<file path="config.mk">
export PLATFORM = sky130hd
export DESIGN_NAME = trapezoid_row_compactor_flat
export DESIGN_NICKNAME = d
export VERILOG_FILES = /design/src/hdl/trc_pkg.sv /design/src/hdl/trc_if.sv /design/src/hdl/trapezoid_row_compactor.sv /design/src/hdl/trc_div.sv /design/src/hdl/trc_datapath.sv /design/src/hdl/trc_ctrl.sv /design/src/flat_wrapper.sv
export SDC_FILE = /design/constraint.sdc
export NUM_CORES = 1
export LEC_CHECK = 0
export BUFFER_PORTS_ARGS = -buffer_cell sky130_fd_sc_hd__clkbuf_2
export CAP_MARGIN = 5
export CORE_MARGIN = 4
export CORE_UTILIZATION = 39
export DETAILED_ROUTE_END_ITERATION = 7
export MAX_ROUTING_LAYER = met4
export PLACE_DENSITY = 0.56
export SETUP_SLACK_MARGIN = 0.5
export SYNTH_ARGS = -nofsm -noshare
export SYNTH_HDL_FRONTEND = slang
export SYNTH_SLANG_ARGS = --single-unit
export TNS_END_PERCENT = 5
</file>
<file path="constraint.sdc">
create_clock -name clk -period 5.2 [get_ports clk]
set_input_delay 0.26 -clock clk [delete_from_list [all_inputs] [get_ports clk]]
set_output_delay 0.26 -clock clk [all_outputs]
set_load 0.05 [all_outputs]
</file>
<file path="src/hdl/trc_pkg.sv">
// trc_pkg: shared widths, constants, controller state and command types
// for the trapezoid row compactor; no dependencies
package trc_pkg;

    localparam int WIDTH_W   = 11;
    localparam int COORD_W   = 10;
    localparam int COLOR_W   = 8;
    localparam int CROP_W    = 9;

    // widest row the datapath handles, clamped to what the coordinates hold
    localparam int MAX_WIDTH = 1024;
    localparam int EFF_TOP   = (MAX_WIDTH > 1024) ? 1024 : ((MAX_WIDTH < 4) ? 4 : MAX_WIDTH);
    localparam int WIDTH_MIN = 4;
    localparam logic [WIDTH_W-1:0] WIDTH_RESET = WIDTH_W'(1024);

    // shared restoring divider
    localparam int DIV_W     = WIDTH_W;
    localparam int DIV_CNT_W = $clog2(DIV_W + 1);

    // divide by three as multiply by reciprocal, exact for values up to 1025
    localparam int RECIP3       = 2731;
    localparam int RECIP3_SHIFT = 13;
    localparam int CPROD_W      = 23;

    typedef enum logic [1:0] {
        ST_IDLE,
        ST_SPACING,
        ST_MODULO,
        ST_FINISH
    } ctrl_state_t;

    typedef struct packed {
        logic accept;
        logic mod_start;
        logic finish;
    } trc_cmd_t;

    typedef struct packed {
        logic div_busy;
    } trc_status_t;

endpackage

</file>
<file path="src/hdl/trc_if.sv">
// trc_if: valid/ready channel interfaces for configuration, pixels in
// and compacted writes out; uses trc_pkg widths
interface trc_cfg_if;
    import trc_pkg::*;
    logic               valid;
    logic               ready;
    logic [WIDTH_W-1:0] width_in_use;
    modport source (output valid, output width_in_use, input ready);
    modport sink   (input valid, input width_in_use, output ready);
endinterface

interface trc_in_if;
    import trc_pkg::*;
    logic               valid;
    logic               ready;
    logic [COORD_W-1:0] row;
    logic [COORD_W-1:0] column;
    logic [COLOR_W-1:0] red;
    logic [COLOR_W-1:0] green;
    logic [COLOR_W-1:0] blue;
    modport source (output valid, output row, output column, output red, output green,
                    output blue, input ready);
    modport sink   (input valid, input row, input column, input red, input green,
                    input blue, output ready);
endinterface

interface trc_out_if;
    import trc_pkg::*;
    logic               valid;
    logic               ready;
    logic               write_enable;
    logic [COORD_W-1:0] out_row;
    logic [COORD_W-1:0] out_column;
    logic [COLOR_W-1:0] out_red;
    logic [COLOR_W-1:0] out_green;
    logic [COLOR_W-1:0] out_blue;
    modport source (output valid, output write_enable, output out_row, output out_column,
                    output out_red, output out_green, output out_blue, input ready);
    modport sink   (input valid, input write_enable, input out_row, input out_column,
                    input out_red, input out_green, input out_blue, output ready);
endinterface

</file>
<file path="src/hdl/trapezoid_row_compactor.sv">
// trapezoid_row_compactor: top level joining controller and datapath
// depends on trc_pkg, trc_if, trc_ctrl, trc_datapath
//
// Usage:
//   cfg     write channel for width_in_use (columns per row, clamped to
//           4..1024); always ready, write only while no pixel is in flight
//   pix_in  one pixel per transfer: row, column, red, green, blue; a row is
//           fed from the centre column down to 1, then centre+1 up to width-1
//   pix_out one result per pixel: write_enable with the packed column and
//           color, or write_enable low with zero column and color
// Timing: the result is registered in the finish step, after the
//   shared 11-bit divider has run twice (width / ((row+1)/2) for the spacing,
//   then column modulo spacing). A new pixel is taken only once the previous
//   one has left the finish step.
// The result sits in an output register; the next pixel is taken while it
//   waits. A stalled receiver holds the result, and a pixel that finishes
//   behind it waits in the finish step until the register frees up.
// Reset: width returns to 1024, both write pointers clear, no result valid.
module trapezoid_row_compactor (
    input  logic             clk,
    input  logic             rst_n,
    trc_cfg_if.sink          cfg,
    trc_in_if.sink           pix_in,
    trc_out_if.source        pix_out
);
    import trc_pkg::*;

    trc_cmd_t    cmd;
    trc_status_t status;

    // configuration writes are taken at once
    assign cfg.ready = 1'b1;

    trc_ctrl u_ctrl (
        .clk       (clk),
        .rst_n     (rst_n),
        .in_valid  (pix_in.valid),
        .in_ready  (pix_in.ready),
        .out_valid (pix_out.valid),
        .out_ready (pix_out.ready),
        .status    (status),
        .cmd       (cmd)
    );

    trc_datapath u_dp (
        .clk          (clk),
        .rst_n        (rst_n),
        .cmd          (cmd),
        .status       (status),
        .cfg_write    (cfg.valid),
        .cfg_width    (cfg.width_in_use),
        .in_row       (pix_in.row),
        .in_column    (pix_in.column),
        .in_red       (pix_in.red),
        .in_green     (pix_in.green),
        .in_blue      (pix_in.blue),
        .write_enable (pix_out.write_enable),
        .out_row      (pix_out.out_row),
        .out_column   (pix_out.out_column),
        .out_red      (pix_out.out_red),
        .out_green    (pix_out.out_green),
        .out_blue     (pix_out.out_blue)
    );

endmodule

</file>
<file path="src/hdl/trc_div.sv">
// trc_div: restoring unsigned divider, one quotient bit per cycle
// depends on trc_pkg
module trc_div (
    input  logic                       clk,
    input  logic                       rst_n,
    input  logic                       start,
    input  logic [trc_pkg::DIV_W-1:0]  dividend,
    input  logic [trc_pkg::DIV_W-1:0]  divisor,
    output logic                       busy,
    output logic [trc_pkg::DIV_W-1:0]  quotient,
    output logic [trc_pkg::DIV_W-1:0]  remainder
);
    import trc_pkg::*;

    logic [DIV_CNT_W-1:0] cnt_reg, cnt_next;
    logic [DIV_W-1:0]     quot_reg, quot_next;
    logic [DIV_W-1:0]     rem_reg, rem_next;
    logic [DIV_W-1:0]     dvs_reg, dvs_next;
    logic [DIV_W:0]       shifted;
    logic [DIV_W:0]       diff;
    logic                 fits;

    // one restoring step
    assign shifted = {rem_reg, quot_reg[DIV_W-1]};
    assign diff    = shifted - {1'b0, dvs_reg};
    assign fits    = shifted >= {1'b0, dvs_reg};

    always_comb
    begin
        cnt_next  = cnt_reg;
        quot_next = quot_reg;
        rem_next  = rem_reg;
        dvs_next  = dvs_reg;
        if (start)
        begin
            cnt_next  = DIV_CNT_W'(DIV_W);
            quot_next = dividend;
            rem_next  = '0;
            dvs_next  = divisor;
        end
        else if (cnt_reg != '0)
        begin
            cnt_next  = cnt_reg - 1'b1;
            quot_next = {quot_reg[DIV_W-2:0], fits};
            rem_next  = fits ? diff[DIV_W-1:0] : shifted[DIV_W-1:0];
        end
    end

    // step counter
    always_ff @(posedge clk or negedge rst_n)
    begin
        if (!rst_n)
        begin
            cnt_reg <= '0;
        end
        else
        begin
            cnt_reg <= cnt_next;
        end
    end

    // working registers
    always_ff @(posedge clk)
    begin
        quot_reg <= quot_next;
        rem_reg  <= rem_next;
        dvs_reg  <= dvs_next;
    end

    assign busy      = (cnt_reg != '0);
    assign quotient  = quot_reg;
    assign remainder = rem_reg;

endmodule

</file>
<file path="src/hdl/trc_datapath.sv">
// trc_datapath: width register, pixel capture, thinning test, write pointers
// and result register; depends on trc_pkg and trc_div
module trc_datapath (
    input  logic                        clk,
    input  logic                        rst_n,
    input  trc_pkg::trc_cmd_t           cmd,
    output trc_pkg::trc_status_t        status,
    input  logic                        cfg_write,
    input  logic [trc_pkg::WIDTH_W-1:0] cfg_width,
    input  logic [trc_pkg::COORD_W-1:0] in_row,
    input  logic [trc_pkg::COORD_W-1:0] in_column,
    input  logic [trc_pkg::COLOR_W-1:0] in_red,
    input  logic [trc_pkg::COLOR_W-1:0] in_green,
    input  logic [trc_pkg::COLOR_W-1:0] in_blue,
    output logic                        write_enable,
    output logic [trc_pkg::COORD_W-1:0] out_row,
    output logic [trc_pkg::COORD_W-1:0] out_column,
    output logic [trc_pkg::COLOR_W-1:0] out_red,
    output logic [trc_pkg::COLOR_W-1:0] out_green,
    output logic [trc_pkg::COLOR_W-1:0] out_blue
);
    import trc_pkg::*;

    logic [WIDTH_W-1:0] width_reg;
    logic [COORD_W-1:0] left_ptr_reg, left_ptr_next;
    logic [COORD_W-1:0] right_ptr_reg, right_ptr_next;
    logic [COORD_W-1:0] row_reg, col_reg;
    logic [COLOR_W-1:0] red_reg, green_reg, blue_reg;
    logic [CROP_W-1:0]  crop_reg;
    logic               we_reg;
    logic [COORD_W-1:0] orow_reg, ocol_reg;
    logic [COLOR_W-1:0] ored_reg, ogreen_reg, oblue_reg;

    logic [WIDTH_W-1:0] w_eff;
    logic [COORD_W-1:0] half;
    logic [COORD_W-1:0] half_p1;
    logic [WIDTH_W-1:0] in_row_p1;
    logic [WIDTH_W-1:0] in_row_p2;
    logic [CPROD_W-1:0] crop_prod;
    logic [DIV_W-1:0]   div_dividend, div_divisor;
    logic               div_start, div_busy;
    logic [DIV_W-1:0]   div_quot, div_rem;
    logic [DIV_W-1:0]   spacing;
    logic               col_ok, is_left, multiple, black, survive, we;
    logic [COORD_W-1:0] left_eff, right_eff, target;
    logic [WIDTH_W-1:0] crop_w, target_w;

    // effective width, clamped to the legal range
    always_comb
    begin
        if (width_reg < WIDTH_W'(WIDTH_MIN))
            w_eff = WIDTH_W'(WIDTH_MIN);
        else if (width_reg > WIDTH_W'(EFF_TOP))
            w_eff = WIDTH_W'(EFF_TOP);
        else
            w_eff = width_reg;
    end
    assign half    = w_eff[WIDTH_W-1:1];
    assign half_p1 = half + 1'b1;

    // edge crop (row+2)/3, registered at the transfer
    assign in_row_p1 = {1'b0, in_row} + WIDTH_W'(1);
    assign in_row_p2 = {1'b0, in_row} + WIDTH_W'(2);
    assign crop_prod = CPROD_W'(in_row_p2) * CPROD_W'(RECIP3);

    // divider operands: width / ((row+1)/2), then column % spacing
    assign spacing      = (div_quot == '0) ? DIV_W'(1) : div_quot;
    assign div_start    = cmd.accept | cmd.mod_start;
    assign div_dividend = cmd.accept ? w_eff : {1'b0, col_reg};
    assign div_divisor  = cmd.accept ? {1'b0, in_row_p1[WIDTH_W-1:1]} : spacing;

    trc_div u_div (
        .clk       (clk),
        .rst_n     (rst_n),
        .start     (div_start),
        .dividend  (div_dividend),
        .divisor   (div_divisor),
        .busy      (div_busy),
        .quotient  (div_quot),
        .remainder (div_rem)
    );

    assign status.div_busy = div_busy;

    // thinning, pointer selection and crop decision
    always_comb
    begin
        col_ok   = (col_reg != '0) && ({1'b0, col_reg} < w_eff);
        multiple = (row_reg != '0) && (div_rem == '0);
        black    = (red_reg == '0) && (green_reg == '0) && (blue_reg == '0);
        survive  = col_ok && !multiple && !black;
        is_left  = (col_reg <= half);
        left_eff  = (col_reg == half) ? half : left_ptr_reg;
        right_eff = (col_reg == half_p1) ? half_p1 : right_ptr_reg;
        target    = is_left ? left_eff : right_eff;
        crop_w    = {{(WIDTH_W-CROP_W){1'b0}}, crop_reg};
        target_w  = {1'b0, target};
        we = survive && (row_reg != '0) && (target_w > crop_w) && (crop_w < w_eff)
             && (target_w < (w_eff - crop_w));
        left_ptr_next  = left_ptr_reg;
        right_ptr_next = right_ptr_reg;
        if (col_ok)
        begin
            left_ptr_next  = (survive && is_left) ? (left_eff - 1'b1) : left_eff;
            right_ptr_next = (survive && !is_left) ? (right_eff + 1'b1) : right_eff;
        end
    end

    // width register and write pointers
    always_ff @(posedge clk or negedge rst_n)
    begin
        if (!rst_n)
        begin
            width_reg     <= WIDTH_RESET;
            left_ptr_reg  <= '0;
            right_ptr_reg <= '0;
        end
        else
        begin
            if (cfg_write)
                width_reg <= cfg_width;
            if (cmd.finish)
            begin
                left_ptr_reg  <= left_ptr_next;
                right_ptr_reg <= right_ptr_next;
            end
        end
    end

    // pixel capture and result register
    always_ff @(posedge clk)
    begin
        if (cmd.accept)
        begin
            row_reg   <= in_row;
            col_reg   <= in_column;
            red_reg   <= in_red;
            green_reg <= in_green;
            blue_reg  <= in_blue;
            crop_reg  <= crop_prod[RECIP3_SHIFT +: CROP_W];
        end
        if (cmd.finish)
        begin
            we_reg     <= we;
            orow_reg   <= row_reg;
            ocol_reg   <= we ? target : '0;
            ored_reg   <= we ? red_reg : '0;
            ogreen_reg <= we ? green_reg : '0;
            oblue_reg  <= we ? blue_reg : '0;
        end
    end

    assign write_enable = we_reg;
    assign out_row      = orow_reg;
    assign out_column   = ocol_reg;
    assign out_red      = ored_reg;
    assign out_green    = ogreen_reg;
    assign out_blue     = oblue_reg;

endmodule

</file>
<file path="src/hdl/trc_ctrl.sv">
// trc_ctrl: sequencer for accept, two divisions and result hand-off
// depends on trc_pkg
module trc_ctrl (
    input  logic                 clk,
    input  logic                 rst_n,
    input  logic                 in_valid,
    output logic                 in_ready,
    output logic                 out_valid,
    input  logic                 out_ready,
    input  trc_pkg::trc_status_t status,
    output trc_pkg::trc_cmd_t    cmd
);
    import trc_pkg::*;

    ctrl_state_t state_reg, state_next;
    logic        out_valid_reg, out_valid_next;
    logic        out_free;

    assign out_free = !out_valid_reg || out_ready;

    // next state
    always_comb
    begin
        state_next = state_reg;
        case (state_reg)
            ST_IDLE:
                if (in_valid)
                    state_next = ST_SPACING;
            ST_SPACING:
                if (!status.div_busy)
                    state_next = ST_MODULO;
            ST_MODULO:
                if (!status.div_busy)
                    state_next = ST_FINISH;
            ST_FINISH:
                if (out_free)
                    state_next = ST_IDLE;
            default:
                state_next = ST_IDLE;
        endcase
    end

    // commands
    always_comb
    begin
        in_ready      = 1'b0;
        cmd.accept    = 1'b0;
        cmd.mod_start = 1'b0;
        cmd.finish    = 1'b0;
        case (state_reg)
            ST_IDLE:
            begin
                in_ready   = 1'b1;
                cmd.accept = in_valid;
            end
            ST_SPACING:
                cmd.mod_start = !status.div_busy;
            ST_MODULO:
                ;
            ST_FINISH:
                cmd.finish = out_free;
            default:
                ;
        endcase
    end

    // result valid flag
    always_comb
    begin
        out_valid_next = out_valid_reg;
        if (cmd.finish)
            out_valid_next = 1'b1;
        else if (out_ready)
            out_valid_next = 1'b0;
    end

    always_ff @(posedge clk or negedge rst_n)
    begin
        if (!rst_n)
        begin
            state_reg     <= ST_IDLE;
            out_valid_reg <= 1'b0;
        end
        else
        begin
            state_reg     <= state_next;
            out_valid_reg <= out_valid_next;
        end
    end

    assign out_valid = out_valid_reg;

endmodule

</file>
<file path="src/flat_wrapper.sv">
// flat-port wrapper written by rule: the top's interface ports become plain ports
module trapezoid_row_compactor_flat import trc_pkg::*;
  (clk, rst_n, cfg_valid, cfg_width_in_use, cfg_ready, pix_in_valid, pix_in_row, pix_in_column, pix_in_red, pix_in_green, pix_in_blue, pix_in_ready, pix_out_valid, pix_out_write_enable, pix_out_out_row, pix_out_out_column, pix_out_out_red, pix_out_out_green, pix_out_out_blue, pix_out_ready);
  trc_cfg_if cfg_i ();
  trc_in_if pix_in_i ();
  trc_out_if pix_out_i ();
  input  logic clk;
  input  logic rst_n;
  input wire logic [$bits(cfg_i.valid)-1:0] cfg_valid;
  input wire logic [$bits(cfg_i.width_in_use)-1:0] cfg_width_in_use;
  output wire logic [$bits(cfg_i.ready)-1:0] cfg_ready;
  input wire logic [$bits(pix_in_i.valid)-1:0] pix_in_valid;
  input wire logic [$bits(pix_in_i.row)-1:0] pix_in_row;
  input wire logic [$bits(pix_in_i.column)-1:0] pix_in_column;
  input wire logic [$bits(pix_in_i.red)-1:0] pix_in_red;
  input wire logic [$bits(pix_in_i.green)-1:0] pix_in_green;
  input wire logic [$bits(pix_in_i.blue)-1:0] pix_in_blue;
  output wire logic [$bits(pix_in_i.ready)-1:0] pix_in_ready;
  output wire logic [$bits(pix_out_i.valid)-1:0] pix_out_valid;
  output wire logic [$bits(pix_out_i.write_enable)-1:0] pix_out_write_enable;
  output wire logic [$bits(pix_out_i.out_row)-1:0] pix_out_out_row;
  output wire logic [$bits(pix_out_i.out_column)-1:0] pix_out_out_column;
  output wire logic [$bits(pix_out_i.out_red)-1:0] pix_out_out_red;
  output wire logic [$bits(pix_out_i.out_green)-1:0] pix_out_out_green;
  output wire logic [$bits(pix_out_i.out_blue)-1:0] pix_out_out_blue;
  input wire logic [$bits(pix_out_i.ready)-1:0] pix_out_ready;
  assign cfg_i.valid = cfg_valid;
  assign cfg_i.width_in_use = cfg_width_in_use;
  assign cfg_ready = cfg_i.ready;
  assign pix_in_i.valid = pix_in_valid;
  assign pix_in_i.row = pix_in_row;
  assign pix_in_i.column = pix_in_column;
  assign pix_in_i.red = pix_in_red;
  assign pix_in_i.green = pix_in_green;
  assign pix_in_i.blue = pix_in_blue;
  assign pix_in_ready = pix_in_i.ready;
  assign pix_out_valid = pix_out_i.valid;
  assign pix_out_write_enable = pix_out_i.write_enable;
  assign pix_out_out_row = pix_out_i.out_row;
  assign pix_out_out_column = pix_out_i.out_column;
  assign pix_out_out_red = pix_out_i.out_red;
  assign pix_out_out_green = pix_out_i.out_green;
  assign pix_out_out_blue = pix_out_i.out_blue;
  assign pix_out_i.ready = pix_out_ready;
  trapezoid_row_compactor u_core (.clk(clk), .rst_n(rst_n), .cfg(cfg_i), .pix_in(pix_in_i), .pix_out(pix_out_i));
endmodule
</file>
* Yosys cells after proc, flatten, opt, wreduce, memory -nomap -nowiden
Index checks and enable logic that the tools add are counted.
** Word-level totals
- Flip-flop bits (word level) :: 169
- Input bits :: 60
- Output and inout port bits :: 48
- Logic and storage cells :: 107
** Operators by class
- Multipliers :: 1
- Equality and inequality tests :: 9
- Mux-type cells :: 26
- Bitwise gates (word level) :: 1
- Reduce and logical (&&, ||, !) cells :: 32
- Add/subtract/negate cells :: 8
- Order comparisons :: 8
** Operators by type and width (count)
- $mux 10 :: 7
- $mux 11 :: 6
- $logic_not 8->1 :: 3
- $logic_not 11->1 :: 2
- $lt 10x11->1 :: 2
- $mul 11x12->22 const B :: 1
- $add 10x1->10 const B :: 2
- $eq 10x10->1 :: 2
- $reduce_bool 10->1 :: 2
- $ge 12x11->1 :: 1
- $logic_and 1x1->1 :: 12
- $add 10x1->11 const B :: 1
- $add 10x2->11 const B :: 1
- $gt 11x11->1 const B :: 1
- $lt 11x3->1 const B :: 1
- $lt 9x11->1 :: 1
- $sub 11x11->11 :: 1
- $sub 11x9->11 :: 1
- $gt 10x9->1 :: 1
- $le 10x10->1 :: 1
- $sub 10x1->10 const B :: 1
- $mux 2 :: 4
- $mux 4 :: 2
- $ne 2x2->1 const B :: 4
- 14 further kinds :: 25

* Depth between registers and ports, before layout
Gate-level depths: netlist (run 1).
- Depth in word-level cells :: 11
- Gate-level depth with buffers :: 25
- Depth with buffers taken out :: 22

* By module
Synthesis (run 1) repeated with hierarchy kept, for this count alone.
** Second synthesis, totals
- Cell total of the unflattened synthesis :: 1171
- Area total of the unflattened synthesis :: 12304.3 µm²
** By module, submodules not included
- trc_datapath :: instances 1, sequential area each 3719.8 µm², area each 9853.2 µm², cells an instance 938
- trc_div :: instances 1, sequential area each 980.9 µm², area each 2183.3 µm², cells an instance 207
- trc_ctrl :: instances 1, sequential area each 75.1 µm², area each 256.5 µm², cells an instance 24
- trapezoid_row_compactor :: instances 1, sequential area each 0.0 µm², area each 11.3 µm², cells an instance 2

* Worst setup path after synthesis (run 1)
No wires, ideal clock.
- Kind :: input -> register
- Start point :: input port pix_in_row[3]
- End point :: register u_core.u_dp.crop_reg[8], data pin
- Arrival :: 5.269 ns
- Stages :: 21
- Setup time :: 0.260 ns
- Slack :: -0.329 ns
- Buffers on the path :: 1
- Data required time :: 4.940 ns
- Cell sequence :: clkbuf_1 nand3_1 nor2_1 and3_1 xor2_1 ha_1 ha_1 inv_1 fa_1 inv_1 fa_1 fa_1 ha_1 and4_1 a2111oi_0 nand3_1 a31oi_1 a211o_1 o21bai_1 a21oi_1 xnor2_1
** Between the ends
- Cells in the longest elaborated chain, start to end :: 2
** RTL lines
- from (decl) :: line flat_wrapper.sv:13 : input wire logic [$bits(pix_in_i.row)-1:0] pix_in_row;
- $add 10x2->11 :: line trc_datapath.sv:63 : assign in_row_p2 = {1'b0, in_row} + WIDTH_W'(2);
- $mul 11x12->22 :: line trc_datapath.sv:64 : assign crop_prod = CPROD_W'(in_row_p2) * CPROD_W'(RECIP3);
- via u_core.u_dp.crop_prod[21] :: line trc_datapath.sv:39 : logic [CPROD_W-1:0] crop_prod;
- to (signal assigned) :: line trc_datapath.sv:140 : crop_reg <= crop_prod[RECIP3_SHIFT +: CROP_W];
- to (decl) :: line trc_datapath.sv:29 : logic [CROP_W-1:0] crop_reg;
The timed path passes the listed nets, and every way through them passes these cells.
A chain may end at the register's enable or synchronous reset.

* Worst setup path after layout (run 1)
- Start point :: register u_core.u_dp.width_reg[6]
- End point :: register u_core.u_dp.ogreen_reg[7], in the netlist u_core.u_dp.out_green[7], data pin
** Between the ends
- Cells in the longest elaborated chain, start to end :: 11
- Elaborated cells on any way between the ends :: 23
- Those cells by class :: add/sub: 2; order compare: 7; eq/ne: 2; mux: 5; reduce/logical: 7
** RTL lines
- from (decl) :: line trc_datapath.sv:24 : logic [WIDTH_W-1:0] width_reg;
- from (signal assigned) :: line trc_datapath.sv:121 : width_reg <= cfg_width;
- $gt 11x11->1 :: line trc_datapath.sv:53 : else if (width_reg > WIDTH_W'(EFF_TOP))
- $mux 11 :: line trc_datapath.sv:53
- $mux 11 (*) :: line trc_datapath.sv:51 : if (width_reg < WIDTH_W'(WIDTH_MIN))
- $add 10x1->10 :: line trc_datapath.sv:59 : assign half_p1 = half + 1'b1;
- $eq 10x10->1 :: line trc_datapath.sv:94 : right_eff = (col_reg == half_p1) ? half_p1 : right_ptr_reg;
- $mux 10 :: line trc_datapath.sv:94
- $mux 10 (*) :: line trc_datapath.sv:95 : target = is_left ? left_eff : right_eff;
- via u_core.u_dp.target[7] :: line trc_datapath.sv:45 : logic [COORD_W-1:0] left_eff, right_eff, target;
- $gt 10x9->1 :: line trc_datapath.sv:98 : we = survive && (row_reg != '0) && (target_w > crop_w) && (crop_w < w_eff)
- $logic_and 1x1->1 (2 in a row) :: line trc_datapath.sv:98
- $logic_and 1x1->1 (*) :: line trc_datapath.sv:99 : && (target_w < (w_eff - crop_w));
- to (signal assigned) :: line trc_datapath.sv:148 : ogreen_reg <= we ? green_reg : '0;
- to (decl) :: line trc_datapath.sv:32 : logic [COLOR_W-1:0] ored_reg, ogreen_reg, oblue_reg;
Mark *: on every way through the listed nets, which the timed path passes. The rest lies on a longest branch.

==> results of run 1 <==
## critical path, delay by kind of cell, from the launching register on
kind / cells / cell delay, ps
compound gates: 6 / 700
xor+xnor: 1 / 100
fa+ha+maj: 2 / 560
buf+inv: 8 / 1130
flops: 1 / 390
mux: 1 / 340
simple gates: 8 / 1300
## area by class of cell
type                       instances  area [um^2]  share of cell area
multi-input combinational        866         7787              0.4760
clock inverter                    15        173.9             0.01063
clock buffer                      17        425.4             0.02600
inverter                         123        461.7             0.02822
sequential                       169         4776              0.2919
tap                              402        503.0             0.03074
timing repair buffer             288         2233              0.1365
## worst max path at each step
stage,from,endpoint,slack (ps),cells past startpoint
2_1_floorplan,pix_in_row[1],u_core.u_dp.crop_reg[8]$_DFFE_PP_,240,21
3_3_place_gp,pix_in_row[1],u_core.u_dp.crop_reg[8]$_DFFE_PP_,-130,21
3_5_place_dp,pix_in_row[2],u_core.u_dp.crop_reg[8]$_DFFE_PP_,-220,21
4_1_cts,pix_in_row[1],u_core.u_dp.crop_reg[7]$_DFFE_PP_,370,22
5_1_grt,u_core.u_dp.width_reg[6]$_DFFE_PN0P_,u_core.u_dp.out_green[7]$_SDFFCE_PN0P_,110,25
6_report,u_core.u_dp.width_reg[6]$_DFFE_PN0P_,u_core.u_dp.out_green[7]$_SDFFCE_PN0P_,380,26
## layer usage
layer	GRT usage	vias up	wire length [um]
met5	-	-	0
met4	0.05148	0	567
met3	0.02656	42	1087
met2	0.3333	177	17120
met1	0.2523	4846	15220
li1	-	4896	-
## repair_timing
| item | 4_1_cts | 5_1_grt |
|---|---|---|
| gates cloned | 5 | 2 |
| buffers inserted | 13 | 17 |
| endpoints found under the hold margin | 32 | 0 |
| resized for setup | 49 | 105 |
| endpoints found under the setup margin | 42 | 44 |
| hold buffers | 32 | 0 |
| pin swaps | 22 | 59 |
## synth_stat cells (all sizes together), types with 6 or more instances
| library cell | n | area [um^2] |
|---|---|---|
| nand3 | 30 | 150.1 |
| nand4 | 22 | 143.9 |
| o211ai | 8 | 60.06 |
| dfrtp | 37 | 925.9 |
| fa | 34 | 680.7 |
| nor4b | 32 | 455.4 |
| ha | 136 | 1702 |
| a31oi | 11 | 68.82 |
| dfxtp | 11 | 220.2 |
| a21o | 8 | 60.06 |
| nand2b | 13 | 96.35 |
| a21oi | 64 | 324.1 |
| edfxtp | 120 | 3603 |
| a2111oi | 7 | 86.33 |
| clkbuf | 22 | 82.58 |
| nand2 | 107 | 404.1 |
| inv | 122 | 457.9 |
| and3 | 11 | 68.82 |
| nor2b | 11 | 68.82 |
| mux2i | 16 | 160.2 |
| nor2 | 69 | 269.0 |
| mux2 | 18 | 210.2 |
| nor4 | 20 | 131.4 |
| a21boi | 6 | 45.04 |
| xor2 | 16 | 140.1 |
| o31ai | 8 | 73.82 |
| o21ai | 67 | 335.3 |
| nor3 | 33 | 176.4 |
| xnor2 | 42 | 367.9 |
| buf | 24 | 196.4 |
## power groups by stage
stage	sequential, W	combinational [W]	clock [W]
after floorplan	0.00251	0.00285	0
after global placement	0.00229	0.00423	0
after detailed placement	0.00229	0.00431	0
after CTS	0.00226	0.00477	0.00130
after global routing	0.00232	0.00587	0.00136
final	0.00228	0.00531	0.00128
## cells by family after synthesis
family | count (synthesis)
other | 1
multiplexers | 34
buffers and inverters | 169
flip-flops | 169
AND/OR/NAND/NOR | 374
adder cells (fa/ha/maj) | 170
XOR/XNOR | 59
AO/OA/AOI/OAI | 228
## through the flow
stage	setup TNS, ps	setup WS [ps]	cells	total power, W	hold WS [ps]
2_1_floorplan	0	239.6	1204	0.005366	-35.59
6_report	0	381.4	1880	0.008865	11.84
4_1_cts	0	374.2	1861	0.008338	3.834
3_5_place_dp	-637.4	-224.5	1779	0.006596	435.0
5_1_grt	0	108.3	1880	0.009547	3.638
3_3_place_gp	-253.8	-134.8	1779	0.006515	429.8
==> metrics.cfg, run 1 <==
[global_routing]
antenna_found_initial=0
grt_max_degree=58
grt_use_total=0.1973
overflow=0
grt_pass1_wl_um=54010
grt_pass1_vias=10170

[pwr]
powerDensity_nw_per_um2=541.8
clockPowerShare=0.144
power_frac_comb=0.599
power.switching_w=0.003922
p_sw_frac=0.4424
ir_drop_mv=0.4247
pwr-share-seq=0.257
p_int_w=0.004943
p_leak_nw=6.944

[setup_path]
reg2regPathDepth=26
critPathMaxStageDelay_ps=390
regToRegEndpoint=u_core.u_dp.out_green[7]$_SDFFCE_PN0P_
startpoint_type=flop
cp.required_ps=5360
critical_path_class=reg -> reg
reg2reg_from=u_core.u_dp.width_reg[6]$_DFFE_PN0P_
end_kind=flop
crit_arrival_ps=4980
cp_slowest_cell=dfrtp_1
reg2reg_setup_slack_ps=380
worstPathMaxFanout=7

[yosys]
ys_types=87
synth-compound-area-share=0.1191
synthMuxAreaShare=0.02977
yosys.area_share.simple=0.1732
synth_top_family_by_area=adder cells
synth-edff-count=120
yosysWarnings=0
synth_seq_cells=169
synth_area_um2=12440
seq_area_frac_synth=0.3839
syn_nets=1434
synthAdderAreaFrac=0.1915
ys_dominant_reg_cell=edfxtp_1
syn_avg_cell_area_um2=10.33
synth-xor-area-share=0.04265
synthCells=1204
synthArstFlopShare=0.2249

[floorplanning]
ios=108
die_y_um=186.6
core_area_um2=31470
start_util=0.3952
fp.dieW_um=186.6
rows=65
fp.dieArea_um2=34820

[finish]
stdcell_area_um2=16360
synthToLayoutAreaGrowth_pct=31.52
final_util=0.5198
fin_nets=1695
layout_commonest_cell=buf_4
final_layout_size_suffix_gt1_frac=0.3058
mostFrequentLayoutCells=buf_4 (128), edfxtp_1 (120), ha_1 (118), inv_1 (111), clkbuf_2 (104)
diodes=0
fill_cells=2752

[timing]
finalSetupViolations=0
finClkSkew_ps=12.61
finalHoldViolations=0
tightest_slew_ps=1071
max_freq_ghz=0.2075
maxSlewHeadroom=0.2858
drv_slew=0
min_period_ps=4819
rsz0062_at_grt=true
finalCritPeriodShare=0.9266

[routing]
wl_per_cell_um=18.08
drt-pass1-iter-count=6
drc_errors=0
finalWirelength_um=33990
vias=9961
first_iter_violations=650
ant_nets=0
vias_per_cell=5.298

[place]
dp_hpwl_um=24960
finalWeightedCongestion=0.9245
port_buffers=106
place_area_um2=14180

[clock_network]
cts_buffers=17
clock_latency_ps=440
cts_max_level=4
clkSlewWorstSetupHoldPaths_ps=80
cts_tree=built
cts.sinks=169
cts_buffer_depth=2
root_buffer=clkbuf_16

[run]
drv_cap=0

[outcome]
outcome=complete, no violations

[worst_hold_path]
worstHoldPathType=in -> async

Power figures use the tool's default switching activity.
==> inputs of run 2 (changes only) <==
--- a/config.mk
+++ b/config.mk
@@ -18,2 +18,2 @@
 export SYNTH_SLANG_ARGS = --single-unit
-export TNS_END_PERCENT = 5
+export TNS_END_PERCENT = 100
==> constraint.sdc (replaced) <==
create_clock -name clk -period 5.2 [get_ports clk]
set_input_delay 1.3 -clock clk [delete_from_list [all_inputs] [get_ports clk]]
set_output_delay 1.3 -clock clk [all_outputs]
set_load 0.05 [all_outputs]
==> metrics.cfg, run 2 (synthesis gave the netlist of run 1 again) <==
[global_routing]
grt_max_degree=58  ; unchanged
overflow=0  ; unchanged
grt_pass1_vias=10030  ; -1.4%
grt_use_total=0.1990  ; +0.001742
antenna_found_initial=0  ; unchanged
grt_pass1_wl_um=53940  ; -0.14%

[timing]
finalHoldViolations=0  ; unchanged
rsz0062_at_grt=true
fin_ws_ps=-617.2  ; -998.6 ps
maxSlewHeadroom=0.2734  ; -0.01241
min_period_ps=5817  ; +998.6 ps
finalCritPeriodShare=1.119  ; +0.1920
tightest_slew_ps=1090  ; +18.62 ps
drv_slew=0  ; unchanged
finClkSkew_ps=14.04  ; +1.425 ps
finalSetupViolations=9  ; +9
max_freq_ghz=0.1719  ; -17%
whs_ps=448.8  ; +437.0 ps

[floorplanning]
die_y_um=186.6  ; unchanged
start_util=0.3952  ; unchanged
fp.dieW_um=186.6  ; unchanged
rows=65  ; unchanged
ios=108  ; unchanged
fp.dieArea_um2=34820  ; unchanged
core_area_um2=31470  ; unchanged

[routing]
vias=9970  ; +0.090%
drc_errors=0  ; unchanged
ant_nets=0  ; unchanged
finalWirelength_um=33920  ; -0.19%
vias_per_cell=5.357  ; +1.1%
wl_per_cell_um=18.23  ; +0.83%
drt-pass1-iter-count=5  ; -1
first_iter_violations=575  ; -12%

[pwr]
p_sw_frac=0.4351  ; -0.007311
pwr-share-seq=0.245  ; -0.012
ir_drop_mv=0.4650  ; +9.5%
p_int_w=0.005252  ; +6.3%
power_frac_comb=0.614  ; +0.015
powerDensity_nw_per_um2=563.6  ; +4.0%
power.switching_w=0.004045  ; +3.1%
report.power.total_w=0.009297  ; +4.9%
clockPowerShare=0.141  ; -0.003
p_leak_nw=7.002  ; +0.84%

[outcome]
outcome=complete, but fails checks
violations=negative setup slack

[clock_network]
clkSlewWorstSetupHoldPaths_ps=70  ; about the same
cts_hold_buf=0  ; -100%
cts_buffers=17  ; unchanged
cts_max_level=4  ; unchanged
clock_latency_ps=450  ; about the same
root_buffer=clkbuf_16
cts_buffer_depth=2  ; unchanged
cts_tree=built
cts.sinks=169  ; unchanged

[finish]
synthToLayoutAreaGrowth_pct=32.60
layout_commonest_cell=buf_4
final_layout_size_suffix_gt1_frac=0.3306  ; +0.02477
fill_cells=2707  ; -1.6%
fin_nets=1675  ; -1.2%
multi_input_area_um2=8019  ; +3.0%
ff_latch_area_um2=4776  ; unchanged
mostFrequentLayoutCells=buf_4 (132), edfxtp_1 (120), ha_1 (115), inv_1 (107), nand2_1 (104)

[setup_path]
regToRegEndpoint=u_core.u_dp.out_column[4]$_SDFFCE_PN0P_
reg2regPathDepth=24  ; -7.7%
end_kind=flop
startpoint_type=primary input
crit_path_end=u_core.u_dp.crop_reg[8]$_DFFE_PP_
crit_arrival_ps=6010  ; +1030 ps
reg2reg_from=u_core.u_dp.width_reg[8]$_DFFE_PN0P_
critPathLaunch=pix_in_row[2]
cp.required_ps=5390  ; +30 ps
reg2reg_setup_slack_ps=380  ; about the same
worstPathMaxFanout=5  ; -2
critical_path_class=in -> reg

[worst_hold_path]
worstHoldPathType=reg -> reg

[run]
drv_cap=0  ; unchanged

[place]
dp_hpwl_um=25010  ; +0.22%
finalWeightedCongestion=0.8626  ; -6.7%
port_buffers=106  ; unchanged

## run 2: stage by stage
stage	TNS [ps]	util	cells	instance area [um^2]	setup slack, ps
floorplan	-4798	-	1204	12600	-800.4
global placement	-8361	0.4510	1775	14190	-1227
detailed placement	-8632	0.4510	1775	14190	-1261
CTS	-3142	0.5063	1844	15940	-614.2
global route	-5603	0.5240	1860	16490	-903.9
finish	-3397	0.5241	1861	16490	-617.2
## run 2: final cells by class
| type | count | share of cell area |
|---|---|---|
| diodes | 1 | 0.0001517 |
| clock buffers | 18 | 0.02602 |
| clock inverters | 14 | 0.01115 |
| inverters | 123 | 0.02814 |
| multi-input cells | 866 | 0.4862 |
| flip-flops and latches | 169 | 0.2895 |
| well taps | 402 | 0.03049 |
| repair buffers | 268 | 0.1283 |
## run 2: critical path, cell delays in order
cell and delay [ps]:
clkbuf_16 130, ha_4 160, nand3_4 90, nor2_4 40, buf_4 130, xor2_2 160
ha_1 320, inv_2 60, fa_1 520, fa_1 500, inv_1 50, fa_1 470
fa_1 520, ha_4 280, o21a_1 120, o21ai_2 70, a21oi_2 160, a31oi_1 100
buf_4 140, a211o_1 290, o21bai_1 190, a21oi_1 100, xnor2_1 120
## run 2: repair_timing
item,4_1_cts,5_1_grt
pin swaps,68,66
gates resized for setup,130,73
gates cloned,9,0
buffers inserted,28,16
endpoints found under the setup margin,44,44
## run 2: worst min-delay path by stage
stage	endpoint	slack (ps)	from	cells past startpoint
2_1_floorplan	u_core.u_dp.out_row[1]$_DFFE_PP_	430	u_core.u_dp.row_reg[1]$_DFFE_PP_	0
5_1_grt	u_core.u_dp.out_row[9]$_DFFE_PP_	460	u_core.u_dp.row_reg[9]$_DFFE_PP_	0
3_3_place_gp	u_core.u_dp.out_row[9]$_DFFE_PP_	430	u_core.u_dp.row_reg[9]$_DFFE_PP_	0
6_report	u_core.u_dp.out_row[9]$_DFFE_PP_	450	u_core.u_dp.row_reg[9]$_DFFE_PP_	0
4_1_cts	u_core.u_dp.out_row[9]$_DFFE_PP_	450	u_core.u_dp.row_reg[9]$_DFFE_PP_	0
3_5_place_dp	u_core.u_dp.out_row[6]$_DFFE_PP_	440	u_core.u_dp.row_reg[6]$_DFFE_PP_	0
## run 2: power groups by stage
stage	Sequential, W	Combinational, W	Clock (W)
2_1_floorplan	0.00251	0.00287	0
3_3_place_gp	0.00229	0.00426	0
3_5_place_dp	0.00229	0.00434	0
4_1_cts	0.00227	0.00531	0.00134
5_1_grt	0.00232	0.00629	0.00140
6_report	0.00228	0.00571	0.00131
## run 2: layer usage
metal | wire length, um | up-vias | global-route usage
li1 | - | 4848 | -
met1 | 15160 | 4866 | 0.2580
met2 | 16810 | 210 | 0.3329
met3 | 1148 | 46 | 0.02282
met4 | 809 | 0 | 0.05660
met5 | 0 | - | -
